## config.mk

```make
export PLATFORM = sky130hd
export DESIGN_NAME = cbs_ctrl
export DESIGN_NICKNAME = d
export VERILOG_FILES = /design/src/rtl/core/cbs_pkg.sv /design/src/rtl/core/cbs_ctrl.sv
export SDC_FILE = /design/constraint.sdc
export NUM_CORES = 1
export LEC_CHECK = 0
export ABC_CLOCK_PERIOD_IN_PS = 20900
export BUFFER_PORTS_ARGS = -buffer_cell sky130_fd_sc_hd__buf_4
export CAP_MARGIN = 20
export CORE_MARGIN = 1.5
export CORE_UTILIZATION = 61
export DETAILED_ROUTE_END_ITERATION = 16
export PLACE_DENSITY = 0.83
export SYNTH_ARGS = -nofsm -noshare
export SYNTH_HDL_FRONTEND = slang
export SYNTH_SLANG_ARGS = --single-unit
```

## constraint.sdc

```tcl
create_clock -name clk -period 20.9 [get_ports clk]
set_input_delay 2.09 -clock clk [delete_from_list [all_inputs] [get_ports clk]]
set_output_delay 2.09 -clock clk [all_outputs]
set_load 0.02 [all_outputs]
```

## src/rtl/core/cbs_pkg.sv

```systemverilog
// Shared types, codes and helpers for the calorimeter bin sum block.
// No dependencies; every other file in rtl/core imports this package.
package cbs_pkg;

  localparam int SUB_SECTORS_DEF = 5;
  localparam int ETA_BINS_DEF    = 12;
  localparam int TOWERS_DEF      = 60;
  localparam int STRIPS_DEF      = 288;

  localparam int EW    = 24;
  localparam int SW    = 32;
  localparam int LANES = 4;

  localparam logic [1:0] MODE_ACC   = 2'd0;
  localparam logic [1:0] MODE_TOWER = 2'd1;
  localparam logic [1:0] MODE_STRIP = 2'd2;

  localparam logic [2:0] LAYER_POST    = 3'd3;
  localparam logic [2:0] LAYER_STRIP_U = 3'd4;
  localparam logic [2:0] LAYER_STRIP_V = 3'd5;

  localparam logic [2:0] KIND_STRIP_U = 3'd4;

  typedef struct packed {
    logic [1:0]    mode;
    logic [2:0]    layer;
    logic [2:0]    sub_sector;
    logic [3:0]    eta_bin;
    logic [8:0]    strip_number;
    logic [EW-1:0] energy;
  } cbs_in_t;

  typedef struct packed {
    logic [2:0]    hit_kind;
    logic [2:0]    out_sub_sector;
    logic [3:0]    out_eta_bin;
    logic [8:0]    out_strip;
    logic [SW-1:0] out_energy;
    logic          last;
  } cbs_out_t;

  typedef enum logic [2:0] {
    ST_CLEAR,
    ST_IDLE,
    ST_ACC,
    ST_T_LOAD,
    ST_T_SUM,
    ST_T_TOT,
    ST_S_LOAD,
    ST_EMIT
  } cbs_state_t;

  function automatic int addr_w(input int depth);
    return (depth > 1) ? $clog2(depth) : 1;
  endfunction

  function automatic logic [SW-1:0] sat_add(input logic [SW-1:0] a, input logic [SW-1:0] b);
    logic [SW:0] s;
    s = {1'b0, a} + {1'b0, b};
    return s[SW] ? '1 : s[SW-1:0];
  endfunction

endpackage

```

## src/rtl/core/cbs_ctrl.sv

```systemverilog
// Sequencer and datapath: decode, read-modify-write of bins, readout and emit.
// Depends on cbs_pkg; drives the tower and strip RAMs built from cbs_ram.
module cbs_ctrl #(
  parameter int SUB_SECTORS = cbs_pkg::SUB_SECTORS_DEF,
  parameter int ETA_BINS    = cbs_pkg::ETA_BINS_DEF,
  parameter int TOWERS      = cbs_pkg::TOWERS_DEF,
  parameter int STRIPS      = cbs_pkg::STRIPS_DEF
) (
  input  logic                                     clk,
  input  logic                                     rst_n,
  input  logic                                     start,
  output logic                                     busy,
  input  cbs_pkg::cbs_in_t                         in_item,
  output logic                                     out_valid,
  output cbs_pkg::cbs_out_t                        out_item,
  input  logic                                     cfg_we,
  input  logic [cbs_pkg::EW-1:0]                   cfg_wdata,
  output logic                                     tw_we,
  output logic [cbs_pkg::addr_w(TOWERS)-1:0]       tw_waddr,
  output logic [cbs_pkg::LANES*cbs_pkg::SW-1:0]    tw_wdata,
  output logic                                     tw_re,
  output logic [cbs_pkg::addr_w(TOWERS)-1:0]       tw_raddr,
  input  logic [cbs_pkg::LANES*cbs_pkg::SW-1:0]    tw_rdata,
  output logic                                     st_we,
  output logic [cbs_pkg::addr_w(STRIPS)-1:0]       st_waddr,
  output logic [2*cbs_pkg::SW-1:0]                 st_wdata,
  output logic                                     st_re,
  output logic [cbs_pkg::addr_w(STRIPS)-1:0]       st_raddr,
  input  logic [2*cbs_pkg::SW-1:0]                 st_rdata
);
  import cbs_pkg::*;

  localparam int TAW  = addr_w(TOWERS);
  localparam int SAW  = addr_w(STRIPS);
  localparam int MAXD = (TOWERS > STRIPS) ? TOWERS : STRIPS;
  localparam int CW   = addr_w(MAXD);
  localparam int IW   = 11;

  cbs_state_t     state_r, state_nxt;
  logic [CW-1:0]  clr_cnt_r;
  logic [EW-1:0]  thr_r;
  cbs_in_t        item_r;
  logic [TAW-1:0] tw_idx_r;
  logic [SAW-1:0] st_idx_r;
  logic [SW-1:0]  lane_r   [LANES];
  logic [SW-1:0]  lane_nxt [LANES];
  logic [SW-1:0]  pair_r   [2];
  logic [SW-1:0]  pair_nxt [2];
  logic [3:0]     mask_r, mask_nxt;
  cbs_out_t       out_r, out_nxt;
  logic           out_valid_r, out_valid_nxt;

  logic           accept;
  logic [IW-1:0]  tw_lin, st_lin;
  logic           tw_ok, st_ok;
  logic           acc_tw, acc_st, rd_tw, rd_st;
  logic [SW-1:0]  thr_ext, total, add_in;
  logic [3:0]     pick;
  logic [1:0]     slot;

  assign busy      = (state_r != ST_IDLE);
  assign accept    = start && !busy;
  assign out_valid = out_valid_r;
  assign out_item  = out_r;
  assign thr_ext   = {{(SW-EW){1'b0}}, thr_r};
  assign add_in    = {{(SW-EW){1'b0}}, item_r.energy};

  assign tw_lin = IW'(in_item.sub_sector) * IW'(ETA_BINS) + IW'(in_item.eta_bin) - IW'(1);
  assign st_lin = IW'(in_item.strip_number) - IW'(1);
  assign tw_ok  = (32'(in_item.sub_sector) < SUB_SECTORS) && (in_item.eta_bin != '0) &&
                  (32'(in_item.eta_bin) <= ETA_BINS) && (32'(tw_lin) < TOWERS);
  assign st_ok  = (in_item.strip_number != '0) && (32'(in_item.strip_number) <= STRIPS);

  assign acc_tw = (in_item.mode == MODE_ACC) && (in_item.layer <= LAYER_POST) && tw_ok;
  assign acc_st = (in_item.mode == MODE_ACC) && st_ok &&
                  ((in_item.layer == LAYER_STRIP_U) || (in_item.layer == LAYER_STRIP_V));
  assign rd_tw  = (in_item.mode == MODE_TOWER) && tw_ok;
  assign rd_st  = (in_item.mode == MODE_STRIP) && st_ok;

  assign tw_re    = accept && (acc_tw || rd_tw);
  assign st_re    = accept && (acc_st || rd_st);
  assign tw_raddr = tw_lin[TAW-1:0];
  assign st_raddr = st_lin[SAW-1:0];

  assign total = sat_add(pair_r[0], pair_r[1]);

  always_comb begin
    pick = 4'b0000;
    slot = 2'd0;
    priority if (mask_r[0]) begin
      pick = 4'b0001;
      slot = 2'd0;
    end else if (mask_r[1]) begin
      pick = 4'b0010;
      slot = 2'd1;
    end else if (mask_r[2]) begin
      pick = 4'b0100;
      slot = 2'd2;
    end else if (mask_r[3]) begin
      pick = 4'b1000;
      slot = 2'd3;
    end else begin
      pick = 4'b0000;
      slot = 2'd0;
    end
  end

  always_comb begin
    state_nxt = state_r;
    unique case (state_r)
      ST_CLEAR: begin
        if (clr_cnt_r == CW'(MAXD - 1)) state_nxt = ST_IDLE;
      end
      ST_IDLE: begin
        if (accept) begin
          priority if (acc_tw || acc_st) state_nxt = ST_ACC;
          else if (rd_tw) state_nxt = ST_T_LOAD;
          else if (rd_st) state_nxt = ST_S_LOAD;
          else state_nxt = ST_IDLE;
        end
      end
      ST_ACC:    state_nxt = ST_IDLE;
      ST_T_LOAD: state_nxt = ST_T_SUM;
      ST_T_SUM:  state_nxt = ST_T_TOT;
      ST_T_TOT:  state_nxt = (mask_nxt != '0) ? ST_EMIT : ST_IDLE;
      ST_S_LOAD: state_nxt = (mask_nxt != '0) ? ST_EMIT : ST_IDLE;
      ST_EMIT:   state_nxt = (mask_nxt != '0) ? ST_EMIT : ST_IDLE;
      default:   state_nxt = ST_IDLE;
    endcase
  end

  always_comb begin
    tw_we         = 1'b0;
    tw_waddr      = tw_idx_r;
    tw_wdata      = '0;
    st_we         = 1'b0;
    st_waddr      = st_idx_r;
    st_wdata      = '0;
    lane_nxt      = lane_r;
    pair_nxt      = pair_r;
    mask_nxt      = mask_r;
    out_nxt       = out_r;
    out_valid_nxt = 1'b0;
    unique case (state_r)
      ST_CLEAR: begin
        tw_we    = (32'(clr_cnt_r) < TOWERS);
        tw_waddr = clr_cnt_r[TAW-1:0];
        st_we    = (32'(clr_cnt_r) < STRIPS);
        st_waddr = clr_cnt_r[SAW-1:0];
      end
      ST_ACC: begin
        if (item_r.layer[2]) begin
          st_we    = 1'b1;
          st_wdata = st_rdata;
          for (int i = 0; i < 2; i++) begin
            if (item_r.layer[0] == 1'(i)) begin
              st_wdata[SW*i +: SW] = sat_add(st_rdata[SW*i +: SW], add_in);
            end
          end
        end else begin
          tw_we    = 1'b1;
          tw_wdata = tw_rdata;
          for (int i = 0; i < LANES; i++) begin
            if (item_r.layer[1:0] == 2'(i)) begin
              tw_wdata[SW*i +: SW] = sat_add(tw_rdata[SW*i +: SW], add_in);
            end
          end
        end
      end
      ST_T_LOAD: begin
        tw_we = 1'b1;
        for (int i = 0; i < LANES; i++) begin
          lane_nxt[i] = tw_rdata[SW*i +: SW];
        end
      end
      ST_T_SUM: begin
        pair_nxt[0] = sat_add(lane_r[0], lane_r[1]);
        pair_nxt[1] = sat_add(lane_r[2], lane_r[3]);
      end
      ST_T_TOT: begin
        lane_nxt[2] = total;
        mask_nxt    = {lane_r[3] > thr_ext, total > thr_ext,
                       lane_r[1] > thr_ext, lane_r[0] > thr_ext};
      end
      ST_S_LOAD: begin
        st_we       = 1'b1;
        lane_nxt[0] = st_rdata[SW-1:0];
        lane_nxt[1] = st_rdata[2*SW-1:SW];
        mask_nxt    = {2'b00, st_rdata[2*SW-1:SW] > thr_ext, st_rdata[SW-1:0] > thr_ext};
      end
      ST_EMIT: begin
        mask_nxt           = mask_r & ~pick;
        out_valid_nxt      = 1'b1;
        out_nxt.out_energy = lane_r[slot];
        out_nxt.last       = (mask_nxt == '0);
        if (item_r.mode == MODE_STRIP) begin
          out_nxt.hit_kind       = KIND_STRIP_U + 3'(slot);
          out_nxt.out_sub_sector = '0;
          out_nxt.out_eta_bin    = '0;
          out_nxt.out_strip      = item_r.strip_number;
        end else begin
          out_nxt.hit_kind       = 3'(slot);
          out_nxt.out_sub_sector = item_r.sub_sector;
          out_nxt.out_eta_bin    = item_r.eta_bin;
          out_nxt.out_strip      = '0;
        end
      end
      default: begin
      end
    endcase
  end

  always_ff @(posedge clk) begin
    if (!rst_n) begin
      state_r     <= ST_CLEAR;
      clr_cnt_r   <= '0;
      thr_r       <= '0;
      mask_r      <= '0;
      out_valid_r <= 1'b0;
    end else begin
      state_r     <= state_nxt;
      mask_r      <= mask_nxt;
      out_valid_r <= out_valid_nxt;
      if (state_r == ST_CLEAR) clr_cnt_r <= clr_cnt_r + CW'(1);
      if (cfg_we) thr_r <= cfg_wdata;
    end
  end

  always_ff @(posedge clk) begin
    if (accept) begin
      item_r   <= in_item;
      tw_idx_r <= tw_lin[TAW-1:0];
      st_idx_r <= st_lin[SAW-1:0];
    end
    lane_r <= lane_nxt;
    pair_r <= pair_nxt;
    out_r  <= out_nxt;
  end

  a_strobe_from_emit: assert property (@(posedge clk) disable iff (!rst_n)
    out_valid_r |-> $past(state_r == ST_EMIT))
    else $error("result strobe without emit cycle");

  a_single_bank_write: assert property (@(posedge clk) disable iff (!rst_n)
    (tw_we && st_we) |-> (state_r == ST_CLEAR))
    else $error("both banks written outside clearing pass");

  a_emit_has_work: assert property (@(posedge clk) disable iff (!rst_n)
    (state_r == ST_EMIT) |-> (mask_r != '0))
    else $error("emit state with empty mask");

  a_last_ends_burst: assert property (@(posedge clk) disable iff (!rst_n)
    (out_valid_r && out_r.last) |=> !out_valid_r)
    else $error("result after final transaction of readout");

endmodule
```

### Word-level counts from Yosys, hierarchy flattened

Index checks and enable logic that the tools add are counted.

| operators by class | value |
|---|---|
| $add $sub $neg | 14 |
| multipliers | 1 |
| divide/modulo/power cells | 0 |
| order comparisons | 14 |
| eq/ne operators | 19 |
| shift operators | 0 |
| mux-type cells | 46 |
| bitwise logic cells | 3 |
| reductions and logical operators | 29 |

Operators by type and width:

| operator | count |
|---|---|
| 2-to-1 mux 32 bit | 15 |
| 2-to-1 mux 128 bit | 2 |
| adder 32 x 24 -> 33 bit | 6 |
| > comparator 32 x 24 -> 1 bit | 6 |
| 2-to-1 mux 64 bit | 2 |
| one-hot mux 64 bit (2 select lines) | 1 |
| adder 32 x 32 -> 33 bit | 3 |
| binary-select mux 32 bit (select 2 bit) | 1 |
| one-hot mux 32 bit (2 select lines) | 1 |
| == test 3 bit (second input constant) | 6 |
| 2-to-1 mux 18 bit | 1 |
| 2-to-1 mux 3 bit | 6 |
| one-hot mux 3 bit (6 select lines) | 1 |
| 2-to-1 mux 4 bit | 4 |
| logical AND 1 bit | 13 |
| one-hot mux 4 bit (3 select lines) | 1 |
| < comparator 11 x 6 -> 1 bit (second input constant) | 1 |
| adder 9 x 1 -> 9 bit (second input constant) | 1 |
| == test 9 bit (second input constant) | 1 |
| <= comparator 9 bit (second input constant) | 1 |
| < comparator 9 x 6 -> 1 bit (second input constant) | 1 |
| < comparator 9 bit (second input constant) | 1 |
| 2-to-1 mux 9 bit | 1 |
| nonzero test 9 bit | 1 |
| 31 further kinds | 49 |

| storage, ports and cells | value |
|---|---|
| bits in registers | 345 |
| latch bits | 0 |
| bits in writable memories | 0 |
| bits in read-only memories | 0 |
| input port bits | 265 |
| output and inout bits | 280 |
| memories | 0 |

### Logic depth before layout (Yosys ltp)

| logic depth | value |
|---|---|
| word-level depth | 10 |
| depth in mapped cells | 22 |
| depth with buffers taken out | 21 |

### Worst setup path before layout

No wires, ideal clock.

| path | value |
|---|---|
| path kind | input port to output port |
| start | input start |
| end | output tw_re |
| data arrival time | 5.233 ns |
| data required time | 18.810 ns |
| setup slack | 13.577 ns |
| cell stages on the path | 3 |
| buffers on the path | 0 |
| path through | nand2_1 nor2_1 o211a_1 |

| on the way | value |
|---|---|
| cells in the longest elaborated chain, start to end | 2 |

Ends and longest elaborated chain:

| what | RTL line | source |
|---|---|---|
| start, declared | cbs_ctrl.sv:11 | `input logic start,` |
| logical AND 1 bit | cbs_ctrl.sv:62 | `assign accept = start && !busy;` |
| named net accept | cbs_ctrl.sv:53 | `logic accept;` |
| logical AND 1 bit | cbs_ctrl.sv:80 | `assign tw_re = accept && (acc_tw \|\| rd_tw);` |
| end, declared | cbs_ctrl.sv:21 | `output logic tw_re,` |

The timed path passes the listed nets, and every way through them passes these cells.

### Worst setup path in the final report

| path | value |
|---|---|
| start | input tw_rdata[32] (netlist bit) |
| end | output tw_wdata[52] (netlist bit) |

| on the way | value |
|---|---|
| cells in the longest elaborated chain, start to end | 5 |

Ends and longest elaborated chain:

| what | RTL line | source |
|---|---|---|
| start, declared | cbs_ctrl.sv:23 | `input logic [cbs_pkg::LANES*cbs_pkg::SW-1:0] tw_rdata,` |
| adder 32 x 24 -> 33 bit | cbs_pkg.sv:59 | `s = {1'b0, a} + {1'b0, b};` |
| 2-to-1 mux 32 bit | cbs_pkg.sv:60 | `return s[SW] ? '1 : s[SW-1:0];` |
| 2-to-1 mux 32 bit | cbs_ctrl.sv:164 | `if (item_r.layer[1:0] == 2'(i)) begin` |
| 2-to-1 mux 128 bit | cbs_ctrl.sv:152 | `if (item_r.layer[2]) begin` |
| 2-to-1 mux 128 bit | cbs_ctrl.sv:144 | `unique case (state_r)` |
| end, declared | cbs_ctrl.sv:20 | `output logic [cbs_pkg::LANES*cbs_pkg::SW-1:0] tw_wdata,` |

No other way between the ends.

==> impl_results.md <==
- Outcome: completed
- GPL Wtd Cong: 1.04
- Most common library cell in the layout ignoring fill and taps: buf_4
- CTS H-tree lvls: 2
- Post-cts sizing count: 0
- Initial antenna violation count: 10
- Max Freq: 118 MHz
- Root Buffer: clkbuf_16
- Top cell type's share of synthesized area: 28.9%
- Post-route setup TNS: 0 ps
- I/O Pins: 545
- Hold WS: a little over 500 ps
- Nets@finish: 4637
- FF+latch count, synth: 345
- Clk slew on worst S/H paths: 60 ps
- Clock Tree Buf Depth: 3
- Hold Crit Class: reg -> reg
- Layout Skew: 21.5 ps
- Max cap viols: 0
- Total grt overflow: 0
- PD cells: 48.5 nW/µm²
- YS warnings: 0
- Most frequent cells in the layout: buf_4 (570), ha_1 (400), a21oi_1 (336), nand2_1 (311), edfxtp_1 (304)
- Synth Area per Inst: 9.16 µm²
- Die width: 231 µm
- DR pass1 iterations: 8
- Final HPWL DP: 97400 µm
- DR DRC count: 0
- RSZ-0062 raised after global routing: no
- Hold-fix buffers, CTS: 0
- Critical path capture point type: output port
- VDD IR max: 0.0000645 V
- FF-to-FF setup slack: 14160 ps
- Yosys top cell by area: edfxtp_1
- Via count: 31700
- Post-Syn Area: 31600 µm²
- Layout cell share with drive strength beyond 1: 19.1%
- Post-synth EDFFs: between 300 and 400
- Routed wire per std cell: 26.1 µm
- Routed WL: 122000 µm
- Avg Vias per Cell: 6.78
- Place WS: 12570 ps
- Worst Max-Slew Pin Slew: between 1000 and 1500 ps
- Dpl cells: 4594
- Tmin final: 8460 ps
- Worst-path fanout max: 20
- Floorplan row count: 83
- Crit start category: primary input
- TritonCTS clock tree: done
- Synth cell types: 90
- Top cells by area, synth: edfxtp_1 (29%), ha_1 (16%), a21oi_1 (5.4%), o21ai_0 (4.5%), nand2_1 (3.7%)
- Leak: 16.5 nW
- Worst path required time: 18810 ps
- Tcrit/Tclk final: between 40% and 50%
- Fin cells: 4680
- Vias in the first global route: 29400
- Max-slew headroom: 22.0%
- Clk_lat worst skew: 590 ps
- Core Region: between 50000 and 60000 µm²
- Initial DRC count: about 3600
- Sink Count: 345
- Critical path's slowest cell: nand3_1
- Post-synthesis async set-or-reset flop share: 0%
- Synth-to-Final Area Change: 19.8%
- Gr usage total: around 44%
- Fin. Hold Viols: 0
- Critical path cell sequence: buf_4 > ha_1 > inv_1 > fa_1 > nor2b_1 > o21a_1 > o21a_1 > a2bb2oi_1 > a211oi_1 > o31ai_1 > nand3_1 > nand2_1 > o22ai_1 > nor2_1 > buf_4
- Antenna-violating nets left: 0
- Utilization after layout: 73.8%
- Largest net degree at the start of global routing: 94
- Placed Area: 36400 µm²
- Critical Path AT: 6370 ps
- Die area: 53200 µm²
- Max incr delay on CP: approximately 830 ps
- Post-synthesis sequential area ratio: 31.5%
- Setup CP Type: in -> out
- First-pass GRT wire length: 176000 µm
- CTS Buf Count: 40
- Die Y: 231 µm
- Design Area, Final: approximately 38000 µm²
- Endpoints failing setup: 0
- Syn Inst Count: 3453
- Number of buffers added for setup after CTS: 0
- Synthesized net count: 4130
- Final worst slack: 12440 ps
- PortBufs: 544
- Top FF cell, synth: edfxtp_1
- Initial core utilization: 61.6%
- Tot Pwr: 1.84 mW
- Final number of max-transition violations: 0
kinds of logic (layout without fill, tap and decap cells):
logic type      after synthesis  in the layout  synth area share (%)
compound gates             1149           1149                  22.9
xor+xnor                    207            207                  5.73
fa+ha+maj                   412            412                  16.6
buf+inv                     266            804                  3.20
flops                       345            345                  31.5
mux                         113            113                  5.05
other cells                   0              9                     0
simple gates                961            961                  15.1
synth_stat cells, types with 41 or more instances:
library cell,number
edfxtp_1,304
xor2_1,112
a21o_1,112
a31oi_1,72
a21oi_1,338
nand3_1,55
nand2_1,312
mux2_2,52
dfxtp_1,41
nor3_1,61
nor2_1,173
xnor2_1,95
nand4_1,42
ha_1,400
inv_1,155
clkbuf_1,92
and2_1,41
o21ai_0,286
nor2b_1,85
o21a_1,56
area by class of cell:
class / count / area, µm²
clock inverters: 25 / 347
multi-input cells: 2842 / 20700
fillers: 3900 / 13400
flip-flops and latches: 345 / 9950
repair buffers: 573 / 4320
well taps: 680 / 851
clock buffers: 48 / 1080
inverters: 158 / 593
diodes: 9 / 22.5
critical path, delay by kind of cell:
| family | cells | cell delay, ps |
|---|---|---|
| AO/OA/AOI/OAI | 6 | 1490 |
| AND/OR/NAND/NOR | 4 | 1880 |
| buffers and inverters | 3 | 340 |
| adder cells (fa/ha/maj) | 2 | 570 |
routing by layer:
metal	vias up	wire (µm)	part of all wire, %	track usage (%)
met2	2319	53900	44	68.8
met3	390	15700	13	9.45
met4	4	6660	5.5	21.4
met1	14900	45800	38	58.1
li1	14200	-	-	-
met5	-	41	0.034	0
report_power, final:
part	total [mW]	switching [mW]	leakage, nW	internal [mW]
Clock	0.781	0.311	0.686	0.470
Combinational	0.305	0.178	12.7	0.127
Sequential	0.752	0.00309	3.10	0.749
Total	1.84	0.492	16.5	1.35
registers in the layout, indices dropped and copies added (netlist names):
register / flops
lane_r: 128
pair_r: 64
out_item: 52
add_in: 24
thr_r: 24
item_r: 21
clr_cnt_r: 9
st_idx_r: 9
tw_idx_r: 6
mask_r: 4
state_r: 3
out_valid: 1
path summary, 6_finish.rpt:
kind,from,end,cells past startpoint
worst max-delay path,tw_rdata[32],tw_wdata[52],15
worst min-delay path,clr_cnt_r[1]$_SDFFE_PN0P_,clr_cnt_r[1]$_SDFFE_PN0P_,2
worst max register to register,pair_r[0]$_SDFFCE_PP1P_,state_r[2]$_SDFFE_PN0P_,22
worst min register to register,clr_cnt_r[1]$_SDFFE_PN0P_,clr_cnt_r[1]$_SDFFE_PN0P_,2
Note: power is estimated with default switching activity, not from simulation.
